==> src/rtl/rufh_pkg.sv <==
package rufh_pkg;

    // Frame store geometry
    localparam int FRAME_DEPTH = 64;
    localparam int ADDR_W      = $clog2(FRAME_DEPTH);
    localparam int CNT_W       = $clog2(FRAME_DEPTH + 1);

    // Configuration register indexes (byte address = 4 * index)
    localparam int       APB_ADDR_W     = 4;
    localparam bit [1:0] REG_FRAME_GAP  = 2'd0;
    localparam bit [1:0] REG_SEND_GAP   = 2'd1;
    localparam bit [1:0] REG_LINK_UP    = 2'd2;

    localparam bit [7:0] FRAME_GAP_RST  = 8'd5;
    localparam bit [7:0] SEND_GAP_RST   = 8'd10;

    // Input item kinds
    localparam bit IN_KIND_BYTE = 1'b0;
    localparam bit IN_KIND_TICK = 1'b1;

    // Result item kinds
    localparam bit [1:0] OUT_KIND_PING   = 2'd0;
    localparam bit [1:0] OUT_KIND_CMD    = 2'd1;
    localparam bit [1:0] OUT_KIND_PERMIT = 2'd2;

    // Frame header codes
    localparam bit [7:0] HDR_SYNC     = 8'hCC;
    localparam bit [7:0] HDR_PING     = 8'h87;
    localparam bit [7:0] HDR_PING_SUB = 8'h03;
    localparam bit [7:0] HDR_CMD      = 8'h86;
    localparam bit [7:0] PING_REPLY   = 8'h88;

    localparam int PING_MIN_LEN  = 7;
    localparam int CMD_MIN_LEN   = 4;
    localparam int CMD_HDR_LEN   = 3;
    localparam int PING_LAST_STEP = 5;
    localparam int PING_RSSI_IDX = 6;

    localparam int IDLE_W = 16;

    typedef enum logic [2:0] {
        ST_IDLE,
        ST_READ,
        ST_EMIT,
        ST_MARK,
        ST_PERMIT
    } state_t;

endpackage

==> src/rtl/rufh_ram.sv <==
module rufh_ram #(
    parameter int WIDTH = 8,
    parameter int DEPTH = 64
) (
    input  logic                     clk,
    input  logic                     we,
    input  logic [$clog2(DEPTH)-1:0] waddr,
    input  logic [WIDTH-1:0]         wdata,
    input  logic                     re,
    input  logic [$clog2(DEPTH)-1:0] raddr,
    output logic [WIDTH-1:0]         rdata
);

    logic [WIDTH-1:0] mem [DEPTH];
    logic [WIDTH-1:0] rdata_reg;

    always_ff @(posedge clk)
    begin
        if (we)
        begin
            mem[waddr] <= wdata;
        end
        if (re)
        begin
            rdata_reg <= mem[raddr];
        end
    end

    assign rdata = rdata_reg;

endmodule

==> src/rtl/radio_uplink_frame_handler_top.sv <==
// Channel   | Dir | Handshake                | Payload
// ----------+-----+--------------------------+------------------------------------------
// s_axis    | in  | s_axis_tvalid/tready     | tuser: kind; tdata: rx_byte, modem_busy,
//           |     |                          |   downlink_pending
// m_axis    | out | m_axis_tvalid/tready     | tuser: out_kind, empty_command;
//           |     |                          |   tdata: out_byte; tlast: last
// apb       | in  | psel/penable, pready = 1 | 0x0 frame_gap_ms, 0x4 send_gap_ms, 0x8 link_up
//
// A byte item or a tick with no result leaves the handler in ST_IDLE. A tick that ends
// a frame walks the frame store through its single read port: each reply or payload
// item is read, then loaded into the output register; the empty command marker and a
// send permit are loaded directly. Input is held off (s_axis_tready low) meanwhile.
// Reset: no clearing pass; the store is only read below the byte count.
// Stalls: the output register holds while m_axis_tready is low; the walk waits on it.
module radio_uplink_frame_handler_top (
    input  logic        clk,
    input  logic        rst_n,
    // stream in
    input  logic        s_axis_tvalid,
    output logic        s_axis_tready,
    input  logic [15:0] s_axis_tdata,   // [7:0] rx_byte, [8] modem_busy,
                                        // [9] downlink_pending, [15:10] zero
    input  logic        s_axis_tuser,   // [0] kind
    // stream out
    output logic        m_axis_tvalid,
    input  logic        m_axis_tready,
    output logic [7:0]  m_axis_tdata,   // [7:0] out_byte
    output logic [2:0]  m_axis_tuser,   // [1:0] out_kind, [2] empty_command
    output logic        m_axis_tlast,
    // configuration
    input  logic                           psel,
    input  logic                           penable,
    input  logic                           pwrite,
    input  logic [rufh_pkg::APB_ADDR_W-1:0] paddr,
    input  logic [31:0]                    pwdata,
    output logic [31:0]                    prdata,
    output logic                           pready
);
    import rufh_pkg::*;

    // ---------------------------------------------------------------- state
    state_t             state_reg, state_next;
    logic [CNT_W-1:0]   count_reg, count_next;
    logic [IDLE_W-1:0]  idle_reg, idle_next;
    logic [7:0]         hdr0_reg, hdr0_next;
    logic [7:0]         hdr1_reg, hdr1_next;
    logic [7:0]         hdr2_reg, hdr2_next;    // also the command length
    logic [7:0]         step_reg, step_next;    // walk position in the reply/payload
    logic [1:0]         sel_kind_reg, sel_kind_next;
    logic               permit_reg, permit_next;

    logic [7:0]         frame_gap_reg;
    logic [7:0]         send_gap_reg;
    logic               link_up_reg;

    logic               out_valid_reg, out_valid_next;
    logic [7:0]         out_byte_reg;
    logic [1:0]         out_kind_reg;
    logic               out_empty_reg;
    logic               out_last_reg;

    // ----------------------------------------------------------- input side
    logic               s_fire;
    logic               in_kind;
    logic [7:0]         rx_byte;
    logic               modem_busy;
    logic               downlink_pending;

    assign in_kind          = s_axis_tuser;
    assign rx_byte          = s_axis_tdata[7:0];
    assign modem_busy       = s_axis_tdata[8];
    assign downlink_pending = s_axis_tdata[9];

    assign s_axis_tready = (state_reg == ST_IDLE);
    assign s_fire        = s_axis_tvalid && s_axis_tready;

    // ------------------------------------------------------- frame store RAM
    logic               ram_we;
    logic [ADDR_W-1:0]  ram_waddr;
    logic               ram_re;
    logic [ADDR_W-1:0]  ram_raddr;
    logic [7:0]         ram_rdata;

    rufh_ram #(
        .WIDTH (8),
        .DEPTH (FRAME_DEPTH)
    ) u_store (
        .clk   (clk),
        .we    (ram_we),
        .waddr (ram_waddr),
        .wdata (rx_byte),
        .re    (ram_re),
        .raddr (ram_raddr),
        .rdata (ram_rdata)
    );

    // ------------------------------------------------------ tick evaluation
    logic               byte_in;
    logic               tick_in;
    logic               store_full;
    logic [IDLE_W-1:0]  elapsed;
    logic               frame_done;
    logic               ping_hit;
    logic               cmd_hit;
    logic               permit_now;
    logic               seq_last;
    logic               out_free;

    assign byte_in    = s_fire && (in_kind == IN_KIND_BYTE);
    assign tick_in    = s_fire && (in_kind == IN_KIND_TICK);
    assign store_full = (count_reg == CNT_W'(FRAME_DEPTH));

    // busy clears the count, else it advances and saturates
    assign elapsed = modem_busy ? '0 :
                     (idle_reg == {IDLE_W{1'b1}}) ? idle_reg : idle_reg + IDLE_W'(1);

    assign frame_done = (count_reg != '0) && (elapsed > IDLE_W'(frame_gap_reg));
    assign ping_hit   = frame_done && (count_reg >= CNT_W'(PING_MIN_LEN)) &&
                        (hdr0_reg == HDR_SYNC) && (hdr1_reg == HDR_PING) &&
                        (hdr2_reg == HDR_PING_SUB);
    // length check in 10 bits so count and len + 3 never wrap
    assign cmd_hit    = frame_done && (count_reg >= CNT_W'(CMD_MIN_LEN)) &&
                        (hdr0_reg == HDR_SYNC) && (hdr1_reg == HDR_CMD) &&
                        (10'(count_reg) >= 10'(hdr2_reg) + 10'(CMD_HDR_LEN));
    assign permit_now = link_up_reg && downlink_pending &&
                        (elapsed > IDLE_W'(send_gap_reg));

    assign seq_last = (sel_kind_reg == OUT_KIND_PING) ?
                      (step_reg == 8'(PING_LAST_STEP)) :
                      (8'(step_reg + 8'd1) == hdr2_reg);

    assign out_free = !out_valid_reg || m_axis_tready;

    // ------------------------------------------------------------ next state
    always_comb
    begin
        state_next = state_reg;
        case (state_reg)
            ST_IDLE:
            begin
                if (tick_in)
                begin
                    if (ping_hit || (cmd_hit && hdr2_reg != 8'd0))
                    begin
                        state_next = ST_READ;
                    end
                    else if (cmd_hit)
                    begin
                        state_next = ST_MARK;
                    end
                    else if (permit_now)
                    begin
                        state_next = ST_PERMIT;
                    end
                end
            end
            ST_READ:
            begin
                state_next = ST_EMIT;
            end
            ST_EMIT:
            begin
                if (out_free)
                begin
                    if (!seq_last)
                    begin
                        state_next = ST_READ;
                    end
                    else if (permit_reg)
                    begin
                        state_next = ST_PERMIT;
                    end
                    else
                    begin
                        state_next = ST_IDLE;
                    end
                end
            end
            ST_MARK:
            begin
                if (out_free)
                begin
                    state_next = permit_reg ? ST_PERMIT : ST_IDLE;
                end
            end
            ST_PERMIT:
            begin
                if (out_free)
                begin
                    state_next = ST_IDLE;
                end
            end
            default:
            begin
                state_next = ST_IDLE;
            end
        endcase
    end

    // --------------------------------------------------------------- outputs
    logic               out_load;
    logic [7:0]         out_byte_next;
    logic [1:0]         out_kind_next;
    logic               out_empty_next;
    logic               out_last_next;

    always_comb
    begin
        ram_we         = byte_in && !store_full;
        ram_waddr      = count_reg[ADDR_W-1:0];
        ram_re         = 1'b0;
        ram_raddr      = '0;
        out_load       = 1'b0;
        out_byte_next  = 8'd0;
        out_kind_next  = OUT_KIND_PERMIT;
        out_empty_next = 1'b0;
        out_last_next  = 1'b0;
        case (state_reg)
            ST_READ:
            begin
                ram_re = 1'b1;
                if (sel_kind_reg == OUT_KIND_PING)
                begin
                    // reply is bytes 0..4, then the RSSI byte in place of byte 5
                    ram_raddr = (step_reg < 8'(PING_LAST_STEP)) ?
                                step_reg[ADDR_W-1:0] : ADDR_W'(PING_RSSI_IDX);
                end
                else
                begin
                    ram_raddr = ADDR_W'(step_reg + 8'(CMD_HDR_LEN));
                end
            end
            ST_EMIT:
            begin
                out_load      = out_free;
                out_kind_next = sel_kind_reg;
                out_last_next = seq_last;
                out_byte_next = (sel_kind_reg == OUT_KIND_PING && step_reg == 8'd1) ?
                                PING_REPLY : ram_rdata;
            end
            ST_MARK:
            begin
                out_load       = out_free;
                out_kind_next  = OUT_KIND_CMD;
                out_empty_next = 1'b1;
                out_last_next  = 1'b1;
            end
            ST_PERMIT:
            begin
                out_load = out_free;
            end
            default:
            begin
                out_load = 1'b0;
            end
        endcase
    end

    // ------------------------------------------------------ datapath updates
    always_comb
    begin
        count_next    = count_reg;
        idle_next     = idle_reg;
        hdr0_next     = hdr0_reg;
        hdr1_next     = hdr1_reg;
        hdr2_next     = hdr2_reg;
        step_next     = step_reg;
        sel_kind_next = sel_kind_reg;
        permit_next   = permit_reg;

        if (byte_in)
        begin
            idle_next = '0;
            if (!store_full)
            begin
                count_next = count_reg + CNT_W'(1);
                if (count_reg == CNT_W'(0))
                begin
                    hdr0_next = rx_byte;
                end
                if (count_reg == CNT_W'(1))
                begin
                    hdr1_next = rx_byte;
                end
                if (count_reg == CNT_W'(2))
                begin
                    hdr2_next = rx_byte;
                end
            end
        end

        if (tick_in)
        begin
            permit_next   = permit_now;
            step_next     = 8'd0;
            sel_kind_next = ping_hit ? OUT_KIND_PING : OUT_KIND_CMD;
            // a finished frame or a granted send restarts the idle count
            idle_next     = (frame_done || permit_now) ? '0 : elapsed;
            if (frame_done)
            begin
                count_next = '0;
            end
        end

        if (state_reg == ST_EMIT && out_free)
        begin
            step_next = step_reg + 8'd1;
        end
    end

    assign out_valid_next = out_load ? 1'b1 : (m_axis_tready ? 1'b0 : out_valid_reg);

    always_ff @(posedge clk or negedge rst_n)
    begin
        if (!rst_n)
        begin
            state_reg     <= ST_IDLE;
            count_reg     <= '0;
            idle_reg      <= '0;
            permit_reg    <= 1'b0;
            out_valid_reg <= 1'b0;
        end
        else
        begin
            state_reg     <= state_next;
            count_reg     <= count_next;
            idle_reg      <= idle_next;
            permit_reg    <= permit_next;
            out_valid_reg <= out_valid_next;
        end
    end

    always_ff @(posedge clk)
    begin
        hdr0_reg     <= hdr0_next;
        hdr1_reg     <= hdr1_next;
        hdr2_reg     <= hdr2_next;
        step_reg     <= step_next;
        sel_kind_reg <= sel_kind_next;
        if (out_load)
        begin
            out_byte_reg  <= out_byte_next;
            out_kind_reg  <= out_kind_next;
            out_empty_reg <= out_empty_next;
            out_last_reg  <= out_last_next;
        end
    end

    assign m_axis_tvalid = out_valid_reg;
    assign m_axis_tdata  = out_byte_reg;
    assign m_axis_tuser  = {out_empty_reg, out_kind_reg};
    assign m_axis_tlast  = out_last_reg;

    // ---------------------------------------------------------- config port
    logic cfg_wr;

    assign pready = 1'b1;
    assign cfg_wr = psel && penable && pwrite && pready;

    always_ff @(posedge clk or negedge rst_n)
    begin
        if (!rst_n)
        begin
            frame_gap_reg <= FRAME_GAP_RST;
            send_gap_reg  <= SEND_GAP_RST;
            link_up_reg   <= 1'b0;
        end
        else if (cfg_wr)
        begin
            case (paddr[3:2])
                REG_FRAME_GAP: frame_gap_reg <= pwdata[7:0];
                REG_SEND_GAP:  send_gap_reg  <= pwdata[7:0];
                REG_LINK_UP:   link_up_reg   <= pwdata[0];
                default:       link_up_reg   <= link_up_reg;
            endcase
        end
    end

    always_comb
    begin
        case (paddr[3:2])
            REG_FRAME_GAP: prdata = {24'd0, frame_gap_reg};
            REG_SEND_GAP:  prdata = {24'd0, send_gap_reg};
            REG_LINK_UP:   prdata = {31'd0, link_up_reg};
            default:       prdata = 32'd0;
        endcase
    end

endmodule

==> config.mk <==
export PLATFORM = sky130hd
export DESIGN_NAME = radio_uplink_frame_handler_top
export DESIGN_NICKNAME = d
export VERILOG_FILES = /design/src/rtl/rufh_pkg.sv /design/src/rtl/rufh_ram.sv /design/src/rtl/radio_uplink_frame_handler_top.sv
export SDC_FILE = /design/constraint.sdc
export NUM_CORES = 1
export LEC_CHECK = 0
export BUFFER_PORTS_ARGS = -buffer_cell sky130_fd_sc_hd__buf_2
export CELL_PAD_IN_SITES_DETAIL_PLACEMENT = 1
export CELL_PAD_IN_SITES_GLOBAL_PLACEMENT = 1
export CORE_ASPECT_RATIO = 1.4
export CORE_MARGIN = 2
export CORE_UTILIZATION = 43
export CTS_BUF_LIST = sky130_fd_sc_hd__clkbuf_4 sky130_fd_sc_hd__clkbuf_8
export CTS_CLUSTER_DIAMETER = 100
export DETAILED_ROUTE_END_ITERATION = 7
export GPL_TIMING_DRIVEN = 0
export MAX_ROUTING_LAYER = met4
export PLACE_DENSITY = 0.75
export SLEW_MARGIN = 25
export SYNTH_ARGS = -nofsm -noshare
export SYNTH_HDL_FRONTEND = slang
export SYNTH_SLANG_ARGS = --single-unit
==> constraint.sdc <==
create_clock -name clk -period 3.6 [get_ports clk]
set_input_delay 0.54 -clock clk [delete_from_list [all_inputs] [get_ports clk]]
set_output_delay 0.54 -clock clk [all_outputs]
set_load 0.01 [all_outputs]
Word-level counts from Yosys, hierarchy flattened
Memories as Yosys holds them, arrays and structs flattened. A register that Yosys moved wholly into a read port is not among the register bits.
Cells that the tools add are included.
{"block": "totals", "ff_bits": 91, "ram_bits": 512, "in_bits": 60, "output_inout_bits": 47, "n_memories": 1}
{"block": "classes", "add_sub_neg": 5, "n_lt_le_gt_ge": 6, "n_eq_ne": 22, "muxes": 37, "bitwise_logic": 3, "n_reduce_logical": 43}
{"memory": "u_store.mem", "depth": 64, "word_bits": 8, "rd": 1, "rd_ports_with_merged_regs": 1, "write_ports": 1, "line": "rufh_ram.sv:14", "rtl": "logic [WIDTH-1:0] mem [DEPTH];"}
{"cell": "16-bit two-way mux", "count": 5}
{"cell": "16-bit by 8-bit greater-than comparator with 1-bit output", "count": 2}
{"cell": "7-bit two-way mux", "count": 4}
{"cell": "3-bit two-way mux", "count": 9}
{"cell": "8-bit equality test (second input constant)", "count": 3}
{"cell": "8-bit two-way mux", "count": 3}
{"cell": "8-bit case mux with 3 select lines", "count": 1}
{"cell": "1-bit logical AND", "count": 20}
{"cell": "6-bit two-way mux", "count": 3}
{"cell": "16-bit by 1-bit adder with 16-bit output (second input constant)", "count": 1}
{"cell": "16-bit equality test (second input constant)", "count": 1}
{"cell": "3-bit case mux with 5 select lines", "count": 1}
{"cell": "7-bit by 3-bit greater-or-equal comparator with 1-bit output (second input constant)", "count": 2}
{"cell": "8-bit by 2-bit adder with 9-bit output (second input constant)", "count": 1}
{"cell": "7-bit by 9-bit greater-or-equal comparator with 1-bit output", "count": 1}
{"cell": "1-bit two-way mux", "count": 9}
{"cell": "3-bit AND reduction", "count": 3}
{"cell": "8-bit by 1-bit adder with 8-bit output (second input constant)", "count": 1}
{"cell": "8-bit by 1-bit equality test with 1-bit output (second input constant)", "count": 1}
{"cell": "8-bit by 2-bit equality test with 1-bit output (second input constant)", "count": 1}
{"cell": "8-bit by 3-bit equality test with 1-bit output (second input constant)", "count": 1}
{"cell": "8-bit equality test", "count": 1}
{"cell": "8-bit by 3-bit less-than comparator with 1-bit output (second input constant)", "count": 1}
{"cell": "8-bit nonzero test", "count": 1}
{"cell": "27 further kinds", "count": 40}

Longest topological paths before layout
Gate-level depths: netlist of the first run.
{"block": "logic_depth", "word_depth": 14, "depth_mapped": 17}

Cells and area by module
A second synthesis of the first run with hierarchy kept.
{"block": "unflattened", "hier_cells": 1504, "area_unflattened_um2": 25836.0}
{"mod": "rufh_ram", "instances": 1, "cells_each": 940, "area_each_um2": 20246.9, "seq_area_each_um2": 15615.0}
{"mod": "radio_uplink_frame_handler_top", "instances": 1, "cells_each": 564, "area_each_um2": 5589.1, "seq_area_each_um2": 2482.4}

Worst setup path before layout of the first run
No wires, ideal clock.
{"block": "synth_path", "kind": "register to register", "startpoint": "register idle_reg[0]", "endpoint": "register idle_reg[8]", "setup_time_ns": 0.072, "t_arrival_ns": 3.544, "slack_ns": -0.016, "path_stages_with_launch": 18, "path_cell_list": "dfrtp_1 ha_1 nand3_1 nor2_1 nand3_1 nand4_1 xor2_1 nor2_1 ha_1 a21o_1 a21oi_1 o211ai_1 nand2_1 nand4_1 a2111oi_1 buf_2 a21oi_1 nor2_1"}
{"block": "synth_between", "elab_chain_len": 8, "word_cells_on_any_way": 11, "cone_classes": "add/sub: 1; order compare: 2; eq/ne: 1; mux: 4; reduce/logical: 3"}
{"element": "start, declared", "line": "radio_uplink_frame_handler_top.sv:44", "rtl": "logic [IDLE_W-1:0] idle_reg, idle_next;"}
{"element": "start signal, assigned", "line": "radio_uplink_frame_handler_top.sv:327", "rtl": "idle_reg <= idle_next;"}
{"element": "16-bit by 1-bit adder with 16-bit output / 16-bit equality test (equally long branches)", "line": "radio_uplink_frame_handler_top.sv:115", "rtl": "(idle_reg == {IDLE_W{1'b1}}) ? idle_reg : idle_reg + IDLE_W'(1);"}
{"element": "16-bit two-way mux (*)", "line": "radio_uplink_frame_handler_top.sv:115"}
{"element": "16-bit two-way mux (*)", "line": "radio_uplink_frame_handler_top.sv:114", "rtl": "assign elapsed = modem_busy ? '0 :"}
{"element": "16-bit by 8-bit greater-than comparator with 1-bit output (on tied branches)", "line": "radio_uplink_frame_handler_top.sv:117, radio_uplink_frame_handler_top.sv:126"}
{"element": "1-bit logical AND (on tied branches)", "line": "radio_uplink_frame_handler_top.sv:117, radio_uplink_frame_handler_top.sv:125"}
{"element": "1-bit logical OR", "line": "radio_uplink_frame_handler_top.sv:298", "rtl": "idle_next = (frame_done || permit_now) ? '0 : elapsed;"}
{"element": "16-bit two-way mux (*)", "line": "radio_uplink_frame_handler_top.sv:298"}
{"element": "16-bit two-way mux (*)", "line": "radio_uplink_frame_handler_top.sv:292", "rtl": "if (tick_in)"}
Every way passes the cells marked *; elsewhere a longest branch is shown, timed or not.
A chain may end at the register's enable or synchronous reset.

Worst setup path after layout of the first run
{"block": "layout_path", "startpoint": "register step_reg[1]", "endpoint": "register u_store.rdata_reg[5], in the netlist u_store.rdata[5] (read register of u_store.mem), data pin"}
{"block": "layout_between", "elab_chain_len": 4, "word_cells_on_any_way": 5, "cone_classes": "add/sub: 1; order compare: 1; mux: 3"}
{"element": "start, declared", "line": "radio_uplink_frame_handler_top.sv:48", "rtl": "logic [7:0] step_reg, step_next;"}
{"element": "start signal, assigned", "line": "radio_uplink_frame_handler_top.sv:338", "rtl": "step_reg <= step_next;"}
{"element": "8-bit by 3-bit less-than comparator with 1-bit output", "line": "radio_uplink_frame_handler_top.sv:225", "rtl": "ram_raddr = (step_reg < 8'(PING_LAST_STEP)) ?"}
{"element": "6-bit two-way mux", "line": "radio_uplink_frame_handler_top.sv:225"}
{"element": "6-bit two-way mux (*)", "line": "radio_uplink_frame_handler_top.sv:222", "rtl": "if (sel_kind_reg == OUT_KIND_PING)"}
{"element": "6-bit two-way mux (*)", "line": "radio_uplink_frame_handler_top.sv:218", "rtl": "case (state_reg)"}
{"element": "end, declared", "line": "rufh_ram.sv:15", "rtl": "logic [WIDTH-1:0] rdata_reg;"}
Marked as above.

==> out/results.txt, run 1 <==
class of the worst hold path - input pin to flop
YS warnings - 0
CTS tree - yes
Final WS setup - -0.08284 ns
synthesized cell area - 26090 um2
Clock transition at path regs - 0.07 ns
Clock Tree Root - clkbuf_8
part of the Yosys area used for sequential elements - 69.38%
Worst Hold Path EP - frame_gap_reg[5]
slowest CP cell - mux4_2
Final nets - 2190
Clock Path Buffers - 3
1st-pass router iterations - 5
mean post-synth cell area - 13.75 um2
die area - 62680 um2
first-pass GRT wire length - 120900 um
Synth-to-Final Area Change - 17.56%
fin crit share - 102.3%
Ports - 107
setup_tns - -0.1930 ns
Final Wtd Congestion - 0.9401
Max Slew Vio Count - 0
Crit path largest cell delay - 0.56 ns
Layout fillers - 5953
Sw Share - 24.83%
Internal - 11.25 mW
crit path time final - 3.683 ns
share of layout cells above drive strength 1 - 25.67%
FFs w/ async S/R, synth - 7.377%
Flop pwr share - 53.8%
Final HPWL DP - 54590 um
Final Hold Slack - 0.05998 ns
crit start category - flop
min-delay src - pwdata[5]
largest area contributor in the netlist - edfxtp_1
initial antenna violation count - 2
most frequent cells in the layout - edfxtp_1 (565), nand2_1 (299), clkbuf_8 (97)
Switching Power - 3.716 mW
Syn Inst Count - 1897
wire per inst - 27.82 um
RSZ-0062 raised after global routing - yes
Static Leakage - 10.62 nW
max reg flops - 512
max_cap viols - 0
area used by multi-input combinational logic - 8158 um2
Rows - 106
register area - 18110 um2
Inserted Clock Buffers - 92
PwrDens - 488.0 nW/um2
CP Capture Type - flop
Final Hold Fails - 0
R2R setup slack - -0.08 ns
top cell type's share of synthesized area - 65.04%
clk sinks - 610
largest cells by area after synthesis - edfxtp_1 (65%), nand2_1 (4.4%), dfrtp_1 (3.9%)
vias in the first global route - 18720
final WL - 82850 um
Slew HR - 30.31%
Finish-stage setup viols - 4
Yosys reg bits - 610
H-tree levels - 3
DR vias/cell - 5.989
R2R depth - 13
Yosys cell types - 72
Hold Path Cell Cnt - 3
pin count of the biggest net entering global routing - 68
Worst EP required - 3.96 ns
commonest non-fill, non-tap cell in the layout - edfxtp_1
r2r startpoint - step_reg[1]
GRT Total Usage - 27.45%
worst skew pair latency - 0.73 ns
Routed Antenna Nets - 0
Comb power frac - 7.6%
Fmax achieved - 271.5 MHz
clk_skew - 0.06205 ns
status - finished, violations left
Top FF cell, synth - edfxtp_1
most numerous cell on the critical path - buf_12
crit-path cells - inv_1, ha_1, nand2b_1, and4_1, buf_6, nor2_8, buf_12, buf_12, mux4_2, a22oi_2, a21oi_2, a21oi_4, nand4_1
crit path DAT - 4.04 ns
Slew @ Worst Pin - 1.045 ns
Max VDD drop - 0.3056 mV
violated checks - negative setup slack
Vias - 17840
endpoint of the worst register-to-register path - u_store.rdata[5]
drt drc - 0
EDFF count, synth - 565
Die Height - 295.4 um
GRT overflow - 0
Core Region - 59810 um2
die width - 212.2 um
WS Path Type - flop to flop
DRT iter0 DRCs - 1524
Clk pwr share - 38.6%
port bufs - 49
CP Max Fanout - 10
Initial Util - 43.61%
## repair_timing
| item | 4_1_cts | 5_1_grt |
|---|---|---|
| resized for setup | 225 | 86 |
| endpoints found under the setup margin | 548 | 281 |
| buffers inserted | 12 | 22 |
| pin swaps | 9 | 19 |
| hold endpoints to repair | 41 | 0 |
| cloned | 0 | 1 |
| hold buffers | 1 | 0 |
## worst max path at each step
stage | start | end | slack [ns] | cells after the start
2_1_floorplan | idle_reg[0] | idle_reg[8] | 0.07 | 17
3_3_place_gp | state_reg[2] | u_store.rdata[5] | -1.39 | 12
3_5_place_dp | step_reg[0] | u_store.rdata[5] | -1.18 | 13
4_1_cts | step_reg[1] | u_store.rdata[5] | -0.15 | 13
5_1_grt | idle_reg[4] | idle_reg[15] | -0.17 | 16
6_report | step_reg[1] | u_store.rdata[5] | -0.08 | 13
## cell usage after synthesis (5+ instances only)
cell type	count
mux2_2	10
nand2b_1	6
inv_1	27
buf_6	6
o2111ai_1	27
nand3_1	97
buf_1	6
mux2i_1	23
ha_1	34
buf_2	39
a22oi_1	18
clkbuf_1	51
a41o_1	8
a211oi_1	20
a21o_1	6
xnor2_1	10
a32oi_1	23
xor2_1	20
and3_1	48
o22ai_1	6
o21ai_0	31
nand2_1	305
a2111oi_0	20
o211ai_1	11
mux4_2	36
or3_1	10
and2_1	12
a31oi_1	43
and4_1	7
nand3b_1	5
nor3_1	10
a22o_1	9
a21oi_1	46
dfrtp_1	41
o31ai_1	6
nor2_1	142
buf_4	31
edfxtp_1	565
nand4_1	22
nor4_1	6
## power by group through the flow
stage	Clock [mW]	Combinational [mW]	Sequential [mW]
after detailed placement	0	0.955	8.19
after floorplan	0	0.551	8.15
after global placement	0	0.908	8.18
final	5.78	1.14	8.05
after CTS	5.83	1.09	8.05
after global routing	6.09	1.23	8.06
## worst max-delay path, delay by kind of cell (launching register included)
family,cells,cell delay (ns)
compound gates,3,0.58
fa+ha+maj,1,0.23
buf+inv,4,0.63
flops,1,0.41
mux,1,0.56
simple gates,4,0.92
## kinds of logic (layout without fill, tap and decap cells)
kind of cell	Yosys count	count (layout)	share of synthesized area, %
xor gates and xnor gates	30	30	1.007
AOI/OAI and AO/OA	296	296	8.130
other	2	27	0.02879
muxes	69	69	4.423
DFF	610	610	69.38
and+or+nand+nor	696	696	12.29
adders and majority gates	34	34	1.631
buffers and inverters	160	406	3.108
## layer usage
layer	GRT usage, %	part of all wire (%)
met1	30.24	36
met2	47.14	52
met3	3.867	6.3
met5	-	0
met4	16.61	6.4
## layout make-up
| cell class | instances | share of cell area (%) |
|---|---|---|
| Sequential cell | 610 | 59.05 |
| Multi-Input combinational cell | 1150 | 26.60 |
| Clock buffer | 126 | 5.064 |
| Tap cell | 810 | 3.305 |
| Buffer | 127 | 2.771 |
| Timing Repair Buffer | 88 | 2.012 |
| Clock inverter | 38 | 0.8528 |
| Inverter | 27 | 0.3305 |
| Antenna cell | 2 | 0.01632 |
## metrics by stage
stage	std cells	utilization, %	total power, mW	area (um2)	setup slack, ns
6_report	2978	51.27	14.97	30660	-0.08284
5_1_grt	2978	51.27	15.38	30660	-0.1692
4_1_cts	2954	50.47	14.96	30190	-0.1535
3_5_place_dp	2782	46.00	9.144	27520	-1.179
3_3_place_gp	2779	45.87	9.086	27440	-1.387
2_1_floorplan	1920	-	8.697	26180	0.07316
No activity file was read; power rests on OpenSTA's default activity.
==> run 2: changes to the inputs <==
--- a/config.mk
+++ b/config.mk
@@ -12,9 +12,8 @@
 export CORE_MARGIN = 2
 export CORE_UTILIZATION = 43
 export CTS_BUF_LIST = sky130_fd_sc_hd__clkbuf_4 sky130_fd_sc_hd__clkbuf_8
-export CTS_CLUSTER_DIAMETER = 100
+export CTS_CLUSTER_DIAMETER = 150
 export DETAILED_ROUTE_END_ITERATION = 7
-export GPL_TIMING_DRIVEN = 0
 export MAX_ROUTING_LAYER = met4
 export PLACE_DENSITY = 0.75
 export SLEW_MARGIN = 25
==> run 2 against run 1 <==
Against the previous run: the run now ends clean; wire length down 12%; sequential cell count unchanged; non-clock buffer count fell by 49; combinational power is 12% lower; maximum frequency increased by 4.9%; sequential share of layout area is 1.9 points higher.
==> out/results.txt, run 2 (synthesis results as in run 1) <==
status - complete, no violations
Clock Tree Root - clkbuf_8
first-pass GRT wire length - 111200 um (-8.0%)
Final WS setup - 0.08991 ns (+0.1728 ns)
Rows - 106 (unchanged)
Cell Count, Final, Fillers Out - 2924 (-1.8%)
met1 Usage GRT - 26.89% (-3.3 points)
GRT Total Usage - 24.52% (-2.9 points)
clk_skew - 0.04032 ns (-0.02173 ns)
met3 GRT Util - 3.399% (-0.47 points)
Static Leakage - 10.40 nW (-2.1%)
Final nets - 2139 (-2.3%)
final WL - 72760 um (-12%)
class of the worst hold path - input pin to flop
Clock Path Buffers - 3 (unchanged)
Final Wtd Congestion - 0.8696 (-7.5%)
crit path DAT - 4.06 ns (+0.02 ns)
Finish-stage setup viols - 0 (-4)
slowest CP cell - edfxtp_1
DRT iter0 DRCs - 1240 (-19%)
crit start category - flop
Ports - 107 (unchanged)
R2R setup slack - 0.09 ns (+0.17 ns)
Finished Cell Area - 29670 um2 (-3.2%)
Die Height - 295.4 um (unchanged)
max_cap viols - 0 (unchanged)
min-delay src - pwdata[4]
dpl cell area - 27750 um2 (+0.85%)
Slew @ Worst Pin - 1.050 ns (+0.004596 ns)
busiest grt layer - met2
max reg flops - 512 (unchanged)
die width - 212.2 um (unchanged)
Initial Util - 43.61% (unchanged)
Synth-to-Final Area Change - 13.75%
worst skew pair latency - 0.70 ns (-0.03 ns)
port bufs - 49 (unchanged)
Core Region - 59810 um2 (unchanged)
GRT overflow - 0 (unchanged)
Max Slew Vio Count - 0 (unchanged)
PwrDens - 490.5 nW/um2 (+0.50%)
CP Max Fanout - 50 (+40)
global-route track usage on met2 - 43.27% (-3.9 points)
fin crit share - 97.50% (-4.8 points)
Clock transition at path regs - 0.07 ns (about the same)
initial antenna violation count - 1 (-1)
Max VDD drop - 0.3177 mV (+4.0%)
area used by multi-input combinational logic - 7371 um2 (-9.6%)
Hold Path Cell Cnt - 3 (unchanged)
endpoint of the worst register-to-register path - u_store.rdata[0]
CTS tree - yes
Placed Instances - 2753 (-1.0%)
crit-path cells - nor4_4, nand4_2, buf_12, nand2_4, buf_6, nand2_1, a32oi_1, a31oi_1, o211ai_1, or3_1
RSZ-0062 raised after global routing - yes
share of layout cells above drive strength 1 - 18.41% (-7.3 points)
Worst EP required - 4.15 ns (+0.19 ns)
vias in the first global route - 18230 (-2.6%)
clk sinks - 610 (unchanged)
wire per inst - 24.88 um (-11%)
Slew HR - 30.00% (-0.31 points)
commonest non-fill, non-tap cell in the layout - edfxtp_1
Inserted Clock Buffers - 90 (-2.2%)
pin count of the biggest net entering global routing - 68 (unchanged)
CP Capture Type - flop
Worst Hold Path EP - frame_gap_reg[4]
Final Hold Fails - 0 (unchanged)
die area - 62680 um2 (unchanged)
WS Path Type - flop to flop
most frequent cells in the layout - edfxtp_1 (565), nand2_1 (304), nor2_1 (136)
register area - 18100 um2 (about the same)
Crit path largest cell delay - 0.45 ns (-0.11 ns)
Vias - 17010 (-4.6%)
crit path time final - 3.510 ns (-0.1728 ns)
Fmax achieved - 284.9 MHz (+4.9%)
r2r startpoint - sel_kind_reg[0]
H-tree levels - 3 (unchanged)
Final HPWL DP - 47800 um (-12%)
1st-pass router iterations - 5 (unchanged)
drt drc - 0 (unchanged)
R2R depth - 10 (-3)
setup slack at placement - -0.08208 ns (+1.097 ns)
Layout fillers - 5990 (+0.62%)
DR vias/cell - 5.817 (-2.9%)
Routed Antenna Nets - 0 (unchanged)
run 2: cell types whose count changed in the layout (fill, tap and decap cells not counted), sizes merged:
cell / before / now
clkbuf: 172 / 119
clkinv: 32 / 36
buf: 168 / 165
clkinvlp: 2 / 1
diode: 2 / 1
run 2: routing by layer:
metal	wire length, um	share of wire [%]
met1	26600	37
met2	38680	53
met3	3571	4.9
met4	3907	5.4
met5	0	0
run 2: final cells by class:
type,count,area share (%)
inverter,27,0.3416
antenna,1,0.008433
timing repair buffer,166,4.584
clock buffer,119,4.950
sequential,610,61.00
tap,810,3.416
multi-input combinational,1150,24.84
clock inverter,41,0.8644
run 2: power breakdown:
part	total [mW]	internal, mW	switching [mW]
clock	5.52	2.87	2.65
sequential	8.03	7.93	0.104
combinational	1.00	0.311	0.691
run 2: worst max-delay path: cells and delay by family, from the launching register on:
kind                   cells  cell delay (ns)
and+or+nand+nor            5             1.20
AOI/OAI and AO/OA          3             1.05
buffers and inverters      2             0.61
DFF                        1             0.45
run 2: repair_timing:
action,CTS,global route
buffers inserted,5,3
endpoints found under the setup margin,6,28
hold buffers,1,0
pin swaps,1,5
gates resized for setup,5,17
cloned,0,1
endpoints found under the hold margin,41,0
run 2: per-stage QoR:
stage / power (mW) / TNS [ns] / util [%] / hold WS (ns)
global route: 15.02 / -0.003008 / 49.61 / 0.06095
floorplan: 8.697 / 0 / - / 0.2444
finish: 14.55 / 0 / 49.61 / 0.07582
CTS: 14.63 / 0 / 49.43 / 0.03028
detailed placement: 9.170 / -0.09920 / 46.40 / 0.5025
global placement: 9.106 / 0 / 46.39 / 0.4767
run 2: how the worst max path moves through the flow:
| stage | startpoint | end | slack [ns] |
|---|---|---|---|
| after floorplan | idle_reg[0] | idle_reg[8] | 0.07 |
| after global placement | step_reg[5] | u_store.rdata[3] | 0.07 |
| after detailed placement | step_reg[5] | u_store.rdata[3] | -0.08 |
| after CTS | step_reg[5] | u_store.rdata[3] | 0.002 |
| after global routing | idle_reg[7] | idle_reg[14] | -0.003 |
| final | sel_kind_reg[0] | u_store.rdata[0] | 0.09 |
==> run 3: changes to the inputs <==
--- a/config.mk
+++ b/config.mk
@@ -12,11 +12,12 @@
 export CORE_MARGIN = 2
 export CORE_UTILIZATION = 43
 export CTS_BUF_LIST = sky130_fd_sc_hd__clkbuf_4 sky130_fd_sc_hd__clkbuf_8
-export CTS_CLUSTER_DIAMETER = 150
+export CTS_CLUSTER_DIAMETER = 40
 export DETAILED_ROUTE_END_ITERATION = 7
 export MAX_ROUTING_LAYER = met4
-export PLACE_DENSITY = 0.75
+export PLACE_DENSITY = 0.78
 export SLEW_MARGIN = 25
 export SYNTH_ARGS = -nofsm -noshare
 export SYNTH_HDL_FRONTEND = slang
+export SYNTH_HIERARCHICAL = 1
 export SYNTH_SLANG_ARGS = --single-unit
==> run 3 against run 2 <==
Against the previous run: the flow now finishes with violations (negative setup slack); sequential cell count unchanged; critical endpoint is now u_store/rdata[5]; largest cell class unchanged; final cell count decreased by 10%; global-route usage decreased by 0.87 points; clock power increased by 2%; synthesized cell count decreased by 21%; critical path type unchanged; hold slack improved by 0.021 ns.
==> out/results.txt, run 3 <==
status - finished, violations left
violated checks - negative setup slack
initial antenna violation count - 3 (+2)
Max Slew Vio Count - 0 (unchanged)
WS Path Type - flop to flop
Rows - 106 (unchanged)
Core Util, Final - 51.66% (+2.0 points)
top cell type's share of synthesized area - 65.67% (+0.63 points)
Total Power - 16.77 mW (+15%)
vias in the first global route - 16730 (-8.2%)
Ports - 107 (unchanged)
crit path DAT - 4.17 ns (+0.11 ns)
worst skew pair latency - 0.69 ns (about the same)
R2R depth - 12 (+2)
Final Hold Slack - 0.09641 ns (+0.02059 ns)
port bufs - 49 (unchanged)
r2r startpoint - step_reg[3]
Final Hold Fails - 0 (unchanged)
clk_skew - 0.05406 ns (+0.01374 ns)
Die Height - 294.0 um (-0.47%)
CTS tree - yes
GRT Total Usage - 23.65% (-0.87 points)
GRT overflow - 0 (unchanged)
Fmax achieved - 268.0 MHz (-5.9%)
Cell Count, Final, Fillers Out - 2618 (-10%)
Worst EP required - 4.04 ns (-0.11 ns)
crit start category - flop
Synth-to-Final Area Change - 19.06%
Max VDD drop - 0.2288 mV (-28%)
endpoint of the worst register-to-register path - u_store/rdata[5]
DRT iter0 DRCs - 1594 (+29%)
crit path capture - u_store/rdata[5]
CP Max Fanout - 5 (-90%)
commonest non-fill, non-tap cell in the layout - edfxtp_1
PwrDens - 545.1 nW/um2 (+11%)
CP Capture Type - flop
Hold Path Cell Cnt - 3 (unchanged)
min-delay src - pwdata[4]
Top FF cell, synth - edfxtp_1
die width - 211.2 um (-0.47%)
Layout fillers - 5565 (-7.1%)
Inserted Clock Buffers - 89 (-1.1%)
Final nets - 1882 (-12%)
Slew @ Worst Pin - 1.019 ns (-0.03119 ns)
setup_tns - -0.6571 ns (-0.6571 ns)
Clock Tree Root - clkbuf_8
H-tree levels - 3 (unchanged)
wire per inst - 27.58 um (+11%)
most frequent cell after synthesis - edfxtp_1
part of the Yosys area used for sequential elements - 70.05% (+0.67 points)
Core Region - 59550 um2 (-0.44%)
R2R setup slack - -0.13 ns (-0.22 ns)
crit path time final - 3.731 ns (+0.2209 ns)
pin count of the biggest net entering global routing - 48 (-29%)
clk sinks - 610 (unchanged)
first-pass GRT wire length - 105300 um (-5.3%)
Critical Path Source - step_reg[3]
FFs w/ async S/R, synth - 7.377% (unchanged)
class of the worst hold path - input pin to flop
largest cells by area after synthesis - edfxtp_1 (66%), mux4_2 (11%), dfrtp_1 (4.0%)
Slew HR - 32.08% (+2.1 points)
setup slack at placement - -0.3536 ns (-0.2715 ns)
EDFF count, synth - 565 (unchanged)
share of layout cells above drive strength 1 - 34.78% (+16 points)
YS warnings - 6 (+6)
dpl cell area - 28160 um2 (+1.5%)
Final Wtd Congestion - 0.8661 (-0.40%)
Placed Instances - 2428 (-12%)
Initial Util - 43.39% (-0.22 points)
Post-synth top cells - edfxtp_1 (565), nor2_1 (140), mux4_2 (126), nand2_1 (68), dfrtp_1 (41)
die area - 62090 um2 (-0.94%)
Syn Inst Count - 1504 (-21%)
Yosys reg bits - 610 (unchanged)
Finish-stage setup viols - 11 (+11)
Finished Cell Area - 30760 um2 (+3.7%)
max_cap viols - 0 (unchanged)
Vias - 15420 (-9.4%)
DR vias/cell - 5.889 (+1.2%)
max reg flops - 512 (unchanged)
Yosys cell types - 82 (+14%)
fin crit share - 103.6% (+6.1 points)
Static Leakage - 10.45 nW (+0.42%)
Clock transition at path regs - 0.07 ns (about the same)
largest area contributor in the netlist - edfxtp_1
Routed Antenna Nets - 0 (unchanged)
register area - 18100 um2 (about the same)
mean post-synth cell area - 17.18 um2 (+25%)
RSZ-0062 raised after global routing - yes
Final WS setup - -0.1310 ns (-0.2209 ns)
synthesized cell area - 25840 um2 (-0.95%)
1st-pass router iterations - 5 (unchanged)
final WL - 72200 um (-0.77%)
area used by multi-input combinational logic - 7610 um2 (+3.2%)
most frequent cells in the layout - edfxtp_1 (565), buf_4 (187), nor2_1 (127)
Final HPWL DP - 45310 um (-5.2%)
Clock Path Buffers - 3 (unchanged)
drt drc - 0 (unchanged)
run 3: critical path, cell delays in order (launching register included):
cell	delay, ns
edfxtp_1	0.39
or4_4	0.56
nor3_4	0.19
o21ai_2	0.10
or2_4	0.25
a21oi_4	0.14
buf_12	0.16
buf_8	0.14
buf_12	0.13
mux4_2	0.57
mux4_2	0.54
o21ai_2	0.20
o41ai_2	0.10
run 3: routing by layer:
metal | up-vias | wire length [um] | part of all wire [%] | GRT usage (%)
li1 | 6497 | - | - | -
met1 | 7982 | 25640 | 36 | 25.97
met2 | 715 | 38940 | 54 | 42.09
met3 | 223 | 4140 | 5.7 | 3.298
met4 | 0 | 3475 | 4.8 | 11.47
met5 | - | 0 | 0 | -
run 3: cells by family after synthesis:
| group | Yosys count | share of synthesized area (%) |
|---|---|---|
| flops | 610 | 70.05 |
| simple gates | 365 | 6.896 |
| mux | 177 | 13.04 |
| compound gates | 160 | 4.533 |
| buf+inv | 126 | 2.736 |
| fa+ha+maj | 34 | 1.647 |
| xor+xnor | 30 | 1.070 |
| other cells | 2 | 0.02907 |
run 3: area by class of cell:
type / instances / share of cell area, %
Inverter: 29 / 0.3539
Clock inverter: 43 / 0.9965
Sequential cell: 610 / 58.83
Clock buffer: 120 / 4.759
Timing Repair Buffer: 267 / 7.228
Tap cell: 756 / 3.075
Multi-Input combinational cell: 791 / 24.74
Antenna cell: 2 / 0.01627
run 3: worst min path at each step:
stage | end
after global placement | permit_reg
after floorplan | count_reg[0]
after detailed placement | permit_reg
final | send_gap_reg[4]
after global routing | send_gap_reg[2]
after CTS | send_gap_reg[4]
run 3: repair_timing:
item,4_1_cts,5_1_grt
gates cloned,3,2
endpoints found under the hold margin,41,0
pin swaps,20,17
buffers inserted,15,4
endpoints found under the setup margin,33,34
hold buffers,1,0
resized for setup,64,49
run 3: power breakdown:
group	total, mW	switching, mW	leakage [nW]	internal (mW)
sequential	8.17	0.134	5.67	8.04
combinational	2.98	1.78	3.85	1.20
clock	5.61	2.73	0.930	2.89
total	16.8	4.64	10.4	12.1
